File: config.mk
export PLATFORM = sky130hd
export DESIGN_NAME = priority_schedule_wait_times
export DESIGN_NICKNAME = d
export VERILOG_FILES = /design/src/hw/rtl/psw_pkg.sv /design/src/hw/rtl/psw_ram.sv /design/src/hw/rtl/psw_front.sv /design/src/hw/rtl/psw_back.sv /design/src/hw/rtl/priority_schedule_wait_times.sv
export SDC_FILE = /design/constraint.sdc
export NUM_CORES = 2
export LEC_CHECK = 0
export BUFFER_PORTS_ARGS = -buffer_cell sky130_fd_sc_hd__buf_2
export CAP_MARGIN = 20
export CORE_MARGIN = 1
export CORE_UTILIZATION = 25
export CTS_CLUSTER_DIAMETER = 60
export DETAILED_ROUTE_END_ITERATION = 16
export PLACE_DENSITY = 0.48
export SKIP_LAST_GASP = 1
export SLEW_MARGIN = 20
export SYNTH_ARGS = -nofsm -noshare
export SYNTH_HDL_FRONTEND = slang
export SYNTH_SLANG_ARGS = --single-unit
File: constraint.sdc
create_clock -name clk_i -period 21.9 [get_ports clk_i]
set_input_delay 2.19 -clock clk_i [delete_from_list [all_inputs] [get_ports clk_i]]
set_output_delay 2.19 -clock clk_i [all_outputs]
set_load 0.02 [all_outputs]
File: src/hw/rtl/psw_pkg.sv
// Shared constants and types for the priority schedule block.
package psw_pkg;
  localparam int MaxProc = 32;
  localparam int IdxW = $clog2(MaxProc);
  localparam int CntW = IdxW + 1;
  localparam int RecW = 32;
  localparam int SumW = 30;

  typedef struct packed {
    logic [7:0]  prio;
    logic [15:0] burst;
    logic [7:0]  id;
  } rec_t;

  typedef struct packed {
    logic [CntW-1:0] count;
    logic            dropped;
  } job_t;
endpackage

File: src/hw/rtl/psw_ram.sv
// Generic single-port-write, one-read RAM with registered read.
module psw_ram #(
  parameter int Width = 32,
  parameter int Depth = 32
) (
  input  logic                     clk_i,
  input  logic                     we_i,
  input  logic [$clog2(Depth)-1:0] waddr_i,
  input  logic [Width-1:0]         wdata_i,
  input  logic [$clog2(Depth)-1:0] raddr_i,
  output logic [Width-1:0]         rdata_o
);
  logic [Width-1:0] mem_q [Depth];

  always_ff @(posedge clk_i) begin
    if (we_i) begin
      mem_q[waddr_i] <= wdata_i;
    end
    rdata_o <= mem_q[raddr_i];
  end
endmodule

File: src/hw/rtl/psw_front.sv
// Front end: loads records into the store and posts a job on the last one.
module psw_front (
  input  logic                    clk_i,
  input  logic                    rst_ni,
  input  logic                    valid_i,
  output logic                    ready_o,
  input  logic [7:0]              process_id_i,
  input  logic [15:0]             burst_time_i,
  input  logic [7:0]              priority_req_i,
  input  logic                    last_i,
  input  logic                    store_free_i,
  output logic                    we_o,
  output logic [psw_pkg::IdxW-1:0] waddr_o,
  output psw_pkg::rec_t           wdata_o,
  output logic                    job_valid_o,
  output psw_pkg::job_t           job_o,
  input  logic                    job_ready_i
);
  import psw_pkg::*;

  logic [CntW-1:0] count_q, count_d;
  logic            drop_q, drop_d;
  logic            job_valid_q;
  job_t            job_q;
  logic            acc, room;

  assign ready_o = store_free_i && !job_valid_q;
  assign acc     = valid_i && ready_o;
  assign room    = count_q < CntW'(MaxProc);
  assign we_o    = acc && room;
  assign waddr_o = count_q[IdxW-1:0];
  assign wdata_o = '{prio: priority_req_i, burst: burst_time_i, id: process_id_i};
  assign job_valid_o = job_valid_q;
  assign job_o = job_q;

  always_comb begin
    count_d = count_q;
    drop_d  = drop_q;
    if (acc) begin
      if (room) begin
        count_d = count_q + CntW'(1);
      end else begin
        drop_d = 1'b1;
      end
      if (last_i) begin
        count_d = '0;
        drop_d  = 1'b0;
      end
    end
  end

  always_ff @(posedge clk_i or negedge rst_ni) begin
    if (!rst_ni) begin
      count_q     <= '0;
      drop_q      <= 1'b0;
      job_valid_q <= 1'b0;
      job_q       <= '0;
    end else begin
      count_q <= count_d;
      drop_q  <= drop_d;
      if (job_valid_q && job_ready_i) begin
        job_valid_q <= 1'b0;
      end
      if (acc && last_i) begin
        job_valid_q   <= 1'b1;
        job_q.count   <= room ? count_q + CntW'(1) : count_q;
        job_q.dropped <= drop_q || !room;
      end
    end
  end
endmodule

File: src/hw/rtl/psw_back.sv
// Back end: exchange sort, prefix sums, averaging divider and result output.
module psw_back (
  input  logic                     clk_i,
  input  logic                     rst_ni,
  input  logic                     job_valid_i,
  input  psw_pkg::job_t            job_i,
  output logic                     job_ready_o,
  output logic                     store_free_o,
  output logic [psw_pkg::IdxW-1:0] raddr_o,
  input  psw_pkg::rec_t            rdata_i,
  output logic                     valid_o,
  input  logic                     ready_i,
  output logic [7:0]               process_id_res_o,
  output logic [15:0]              burst_time_res_o,
  output logic [21:0]              wait_time_o,
  output logic [21:0]              turnaround_time_o,
  output logic [29:0]              average_wait_o,
  output logic [29:0]              average_turnaround_o,
  output logic                     overflowed_o,
  output logic                     final_res_o
);
  import psw_pkg::*;

  typedef enum logic [2:0] {
    StIdle, StLoad, StSort, StEmit, StDiv, StOut
  } state_e;

  state_e          state_q;
  rec_t            work_q [MaxProc];
  logic [CntW-1:0] n_q, i_q, j_q;
  logic            drop_q;
  logic [21:0]     wait_q;
  logic [SumW+8-1:0] sw_q, st_q;
  logic [SumW+8-1:0] qw_q, qt_q;
  logic [CntW-1:0] rw_q, rt_q;
  logic [5:0]      bit_q;
  logic [CntW:0]   trw, trt;
  rec_t            ri, rj, cur;
  logic [21:0]     tat;

  assign job_ready_o  = state_q == StIdle;
  assign store_free_o = state_q == StIdle && !job_valid_i;
  assign raddr_o      = i_q[IdxW-1:0];
  assign ri  = work_q[i_q[IdxW-1:0]];
  assign rj  = work_q[j_q[IdxW-1:0]];
  assign cur = work_q[i_q[IdxW-1:0]];
  assign tat = wait_q + 22'(cur.burst);
  assign trw = {rw_q, qw_q[SumW+7]} - {1'b0, n_q};
  assign trt = {rt_q, qt_q[SumW+7]} - {1'b0, n_q};

  always_ff @(posedge clk_i or negedge rst_ni) begin
    if (!rst_ni) begin
      state_q <= StIdle;
      valid_o <= 1'b0;
      final_res_o <= 1'b0;
    end else begin
      unique case (state_q)
        StIdle: begin
          if (job_valid_i) begin
            n_q    <= job_i.count;
            drop_q <= job_i.dropped;
            i_q    <= '0;
            state_q <= StLoad;
          end
        end
        StLoad: begin
          if (i_q != '0) begin
            work_q[i_q[IdxW-1:0] - IdxW'(1)] <= rdata_i;
          end
          if (i_q == n_q) begin
            i_q <= '0;
            j_q <= CntW'(1);
            state_q <= StSort;
          end else begin
            i_q <= i_q + CntW'(1);
          end
        end
        StSort: begin
          if (j_q >= n_q) begin
            if (i_q + CntW'(1) >= n_q) begin
              i_q <= '0;
              wait_q <= '0;
              sw_q <= '0;
              st_q <= '0;
              state_q <= (n_q == '0) ? StIdle : StEmit;
            end else begin
              i_q <= i_q + CntW'(1);
              j_q <= i_q + CntW'(2);
            end
          end else begin
            if (ri.prio > rj.prio) begin
              work_q[i_q[IdxW-1:0]] <= rj;
              work_q[j_q[IdxW-1:0]] <= ri;
            end
            j_q <= j_q + CntW'(1);
          end
        end
        StEmit: begin
          if (!valid_o || ready_i) begin
            valid_o <= (i_q + CntW'(1) != n_q);
            process_id_res_o <= cur.id;
            burst_time_res_o <= cur.burst;
            wait_time_o <= wait_q;
            turnaround_time_o <= tat;
            average_wait_o <= '0;
            average_turnaround_o <= '0;
            overflowed_o <= drop_q;
            final_res_o <= 1'b0;
            sw_q <= sw_q + (38'(wait_q) << 8);
            st_q <= st_q + (38'(tat) << 8);
            wait_q <= tat;
            if (i_q + CntW'(1) == n_q) begin
              qw_q <= sw_q + (38'(wait_q) << 8);
              qt_q <= st_q + (38'(tat) << 8);
              rw_q <= '0;
              rt_q <= '0;
              bit_q <= 6'd38;
              state_q <= StDiv;
            end else begin
              i_q <= i_q + CntW'(1);
            end
          end
        end
        StDiv: begin
          if (bit_q == '0) begin
            state_q <= StOut;
          end else begin
            bit_q <= bit_q - 6'd1;
            if (!trw[CntW]) begin
              rw_q <= trw[CntW-1:0];
              qw_q <= {qw_q[SumW+6:0], 1'b1};
            end else begin
              rw_q <= {rw_q[CntW-2:0], qw_q[SumW+7]};
              qw_q <= {qw_q[SumW+6:0], 1'b0};
            end
            if (!trt[CntW]) begin
              rt_q <= trt[CntW-1:0];
              qt_q <= {qt_q[SumW+6:0], 1'b1};
            end else begin
              rt_q <= {rt_q[CntW-2:0], qt_q[SumW+7]};
              qt_q <= {qt_q[SumW+6:0], 1'b0};
            end
          end
        end
        StOut: begin
          if (!valid_o || ready_i) begin
            valid_o <= 1'b1;
            process_id_res_o <= cur.id;
            burst_time_res_o <= cur.burst;
            wait_time_o <= wait_q - 22'(cur.burst);
            turnaround_time_o <= wait_q;
            average_wait_o <= qw_q[SumW-1:0];
            average_turnaround_o <= qt_q[SumW-1:0];
            overflowed_o <= drop_q;
            final_res_o <= 1'b1;
            state_q <= StIdle;
          end
        end
        default: state_q <= StIdle;
      endcase
      if (state_q != StEmit && state_q != StOut && valid_o && ready_i) begin
        valid_o <= 1'b0;
      end
    end
  end
endmodule

File: src/hw/rtl/priority_schedule_wait_times.sv
// Top level of the non-preemptive priority scheduler.
// Input channel (valid_i/ready_o) carries process records: id, burst time,
// priority and a last mark. Up to 32 records are stored per set; more are
// dropped and flagged on every result of the set. The last-marked record
// starts a job: records are read back, exchange-sorted by
// priority in one compare per cycle, and emitted in schedule order one per
// cycle while ready_i is high, with wait and turnaround times. Before the
// final result a restoring divider forms both averages with 8 fraction
// bits, truncated.
// A one-entry job queue hands the set to the back end; records of the next
// set are held off until the back end is idle again.
// Output (valid_o/ready_i) is a single register; a stall on ready_i holds
// the result and pauses the back end. Reset empties the job queue, clears
// the record count and drop flag, and drops any result in flight.
module priority_schedule_wait_times (
  input  logic        clk_i,
  input  logic        rst_ni,
  input  logic        valid_i,
  output logic        ready_o,
  input  logic [7:0]  process_id_i,
  input  logic [15:0] burst_time_i,
  input  logic [7:0]  priority_req_i,
  input  logic        last_i,
  output logic        valid_o,
  input  logic        ready_i,
  output logic [7:0]  process_id_res_o,
  output logic [15:0] burst_time_res_o,
  output logic [21:0] wait_time_o,
  output logic [21:0] turnaround_time_o,
  output logic [29:0] average_wait_o,
  output logic [29:0] average_turnaround_o,
  output logic        overflowed_o,
  output logic        final_res_o
);
  import psw_pkg::*;

  logic            we, job_valid, job_ready, store_free;
  logic [IdxW-1:0] waddr, raddr;
  rec_t            wdata, rdata;
  job_t            job;

  psw_front u_front (
    .clk_i, .rst_ni, .valid_i, .ready_o,
    .process_id_i, .burst_time_i, .priority_req_i, .last_i,
    .store_free_i(store_free), .we_o(we), .waddr_o(waddr), .wdata_o(wdata),
    .job_valid_o(job_valid), .job_o(job), .job_ready_i(job_ready)
  );

  psw_ram #(.Width(RecW), .Depth(MaxProc)) u_ram (
    .clk_i, .we_i(we), .waddr_i(waddr), .wdata_i(wdata),
    .raddr_i(raddr), .rdata_o(rdata)
  );

  psw_back u_back (
    .clk_i, .rst_ni, .job_valid_i(job_valid), .job_i(job),
    .job_ready_o(job_ready), .store_free_o(store_free),
    .raddr_o(raddr), .rdata_i(rdata),
    .valid_o, .ready_i,
    .process_id_res_o, .burst_time_res_o, .wait_time_o, .turnaround_time_o,
    .average_wait_o, .average_turnaround_o, .overflowed_o, .final_res_o
  );
endmodule

==> results.sh <==
export IMPL_status="completed"
export IMPL_design_area_mm2=0.1364
export IMPL_synth_ff_type="edfxtp_1"
export IMPL_place_congestion=0.8265
export IMPL_syn_area_mm2=0.1182
export IMPL_regToRegSetupSlack_ps=11490
export IMPL_hold_class="reg2reg"
export IMPL_antenna_found_initial=25
export IMPL_drt_total_wl_um=397300
export IMPL_synthTopCellsByArea="edfxtp_1 (60%), mux4_2 (18%), mux2i_1 (9.1%), ha_1 (1.3%), clkbuf_1 (0.95%)"
export IMPL_cts_tree="built"
export IMPL_syn_nets=6891
export IMPL_postSynthCellCount=6725
export IMPL_yosysTopAreaCell="edfxtp_1"
export IMPL_worst_path_buf_inv=5
export IMPL_drv_cap=0
export IMPL_ctsResizeCount=0
export IMPL_worst_path_most_repeated_cell="buf_4"
export IMPL_synth_edf_count=2372
export IMPL_io_pins=169
export IMPL_clkSinkCount=2434
export IMPL_final_min_clock_period_ps=10410
export IMPL_multi_input_area_mm2=0.04365
export IMPL_cts_buffer_depth=4
export IMPL_path_clk_slew_ps=60
export IMPL_utilization=0.2896
export IMPL_powerDensity_mw_per_mm2=154.7
export IMPL_first_global_vias=69220
export IMPL_die_h_um=689.7
export IMPL_required_ps=22520
export IMPL_grt_ovfl_total=0
export IMPL_vias=67220
export IMPL_ys_seq_area_frac=0.6137
export IMPL_die_area_mm2=0.4757
export IMPL_startpoint_type="register"
export IMPL_port_buffers=168
export IMPL_avgSynthCellArea_um2=17.58
export IMPL_start_util=0.2510
export IMPL_hold_violations=0
export IMPL_rows=252
export IMPL_yosys_cell_types_count=80
export IMPL_dpl_hpwl_um=225100
export IMPL_fin_skew_ps=74.99
export IMPL_gr_usage_all_layers=0.1630
export IMPL_fin_crit_sh=0.4752
export IMPL_postCtsHoldBufs=0
export IMPL_synth_seq_cells=2434
export IMPL_ctsHtreeMaxLevel=5
export IMPL_drt_iter0_drc=7080
export IMPL_power_leakage_nw=49.81
export IMPL_fmax_mhz=96.09
export IMPL_clk_latency_ps=940
export IMPL_worstSetupPathType="reg2reg"
export IMPL_ir_drop_mv=0.1556
export IMPL_tightest_slew_ps=1218
export IMPL_regArea_mm2=0.07261
export IMPL_grt_max_degree=123
export IMPL_ant_nets=0
export IMPL_post_drt_wl_per_cell_um=30.02
export IMPL_grt_pass1_wl_um=551000
export IMPL_setup_viol=0
export IMPL_nets=6956
export IMPL_first_pass_iters=5
export IMPL_crit_path_top_delay_cell="buf_4"
export IMPL_coreArea_mm2=0.4711
export IMPL_drv_slew=0
export IMPL_critPathCaptureType="register"
export IMPL_relSlewSlack=0.1880
export IMPL_cp_top_family="buffers and inverters"
export IMPL_cts_made_buffers=285
export IMPL_root_buffer="clkbuf_16"
export IMPL_n_fill_cell=46610
export IMPL_crit_fanout=43
export IMPL_arrival_ps=11030
export IMPL_postPlaceCellArea_mm2=0.1272
export IMPL_route_detailed_drc=0
export IMPL_rsz0062_at_grt="false"
export IMPL_drive_gt1_frac=0.2880
export IMPL_syn_to_final_growth_pct=15.39
export IMPL_async_flop_share=0.008217
export IMPL_via_per_inst=5.078
export IMPL_cpPeakStageDelay_ps=910
export IMPL_power_total_mw=21.11
export IMPL_setup_tns_ps=0
export IMPL_synth_top_cell_area_share=0.6024
export IMPL_die_x_um=689.7
export IMPL_ys_warn_count=0
export IMPL_postCtsSetupRepairBufs=0
==> Yosys cell counts, types with 29 or more instances <==
| cell | instances |
|---|---|
| dfxtp_1 | 42 |
| inv_1 | 86 |
| a21oi_1 | 124 |
| mux2i_1 | 1075 |
| nor2_1 | 240 |
| edfxtp_1 | 2372 |
| mux4_2 | 960 |
| nand3_1 | 67 |
| buf_1 | 65 |
| mux2_2 | 36 |
| xnor2_1 | 75 |
| o21ai_0 | 144 |
| ha_1 | 123 |
| a21o_1 | 30 |
| nand2_1 | 169 |
| clkbuf_1 | 300 |
| and3_1 | 95 |
| xor2_1 | 40 |
| a21oi_2 | 30 |
| buf_4 | 29 |
| buf_2 | 204 |
==> cell type report <==
class / count / share of cell area
Sequential cell: 2434 / 0.5322
Inverter: 114 / 0.003173
Timing Repair Buffer: 403 / 0.02060
Tap cell: 6223 / 0.05707
Clock buffer: 379 / 0.05739
Multi-Input combinational cell: 3552 / 0.3199
Clock inverter: 126 / 0.009610
Antenna cell: 6 / 0.0001100
==> worst register-to-register path, stage by stage (launching register included) <==
cell	delay, ps
dfxtp_4	900
buf_4	930
buf_4	730
buf_4	800
mux4_2	650
mux4_2	560
mux2i_4	540
buf_4	390
inv_2	70
ha_1	220
nand2b_1	150
a21oi_1	340
nor3_1	140
a211o_1	340
a2111oi_2	790
nor3b_1	160
xor2_1	200
ha_1	390
o21a_1	140
o211ai_1	290
nand2b_1	160
o22ai_1	80
a211oi_1	620
nor3_1	170
xnor2_1	240
a21oi_1	110
==> through the flow <==
step	hold WS (ps)	cells	setup slack, ps
floorplan	400.3	6725	12750
global placement	437.1	12720	11440
detailed placement	432.6	12720	11490
CTS	449.2	13230	11430
global route	466.0	13230	10870
finish	449.2	13240	11490
==> sequential cells by signal, indices dropped and copies added (netlist names), 7 cells and up, named ones only <==
| name | count |
|---|---|
| u_back.average_turnaround_o | 30 |
| u_back.average_wait_o | 30 |
| u_back.burst_time_res_o | 16 |
| u_back.process_id_res_o | 8 |
| u_back.qt_q | 38 |
| u_back.qw_q | 38 |
| u_back.st_q | 30 |
| u_back.sw_q | 30 |
| u_back.turnaround_time_o | 22 |
| u_back.wait_q | 22 |
| u_back.wait_time_o | 22 |
| u_back.work_q | 1024 |
| u_front.job_o | 7 |
| u_ram.mem_q | 1024 |
| u_ram.rdata_o | 32 |
==> metal layers <==
layer	global-route usage	wire [µm]
met2	0.2640	187800
met1	0.2214	170400
met4	0.04892	12200
met3	0.03092	26890
met5	0	58
==> worst paths after layout <==
check	to	startpoint	cells after the start
min	u_back.n_q[1]	u_front.job_o[2]	0
max reg2reg	u_back.qt_q[32]	register	25
min reg2reg	u_back.n_q[1]	u_front.job_o[2]	0
min in group asynchronous	u_front.job_valid_o	rst_ni	2
max	u_back.qt_q[32]	register	25
max in group asynchronous	u_back.state_q[2]	rst_ni	2
==> cell families after synthesis <==
kind of cell               Yosys count  share of synthesized area
AOI/OAI and AO/OA                  487                    0.02586
xor gates and xnor gates           115                   0.008518
adders and majority gates          129                    0.01403
buffers and inverters              739                    0.02825
DFF                               2434                     0.6137
muxes                             2097                     0.2805
and+or+nand+nor                    724                    0.02915
==> cell usage in the layout (no fill, tap or decap), types with 19 or more instances in the layout <==
master     count
and3_1        95
xor2_1        40
a211oi_1      19
a21o_1        30
nor2_1       208
nor2_4        32
dfrtp_1       19
nor3_1        25
o21ai_4       32
mux2_2        36
mux2i_1     1065
dfxtp_1       32
inv_2         27
mux4_2       960
clkinv_2      29
ha_1         123
nor2b_1       22
buf_4        220
edfxtp_1    2372
buf_2        168
clkinv_1      45
nand3_4       32
o21ai_0      112
a21oi_1      122
a21oi_2       27
inv_1         86
nand2_1      165
xnor2_1       75
bufinv_16     23
nand3_1       35
clkbuf_16    297
nand2b_1      20
mux2i_4       20
clkbuf_1      73
==> where the power goes <==
part | total [mW] | switching, mW | leakage (nW) | internal (mW)
clock network | 4.77 | 1.98 | 4.45 | 2.79
logic | 9.81 | 5.94 | 23.4 | 3.86
registers | 6.53 | 0.454 | 22.0 | 6.08
total | 21.1 | 8.37 | 49.8 | 12.7
No activity file was read; power rests on OpenSTA's default activity.
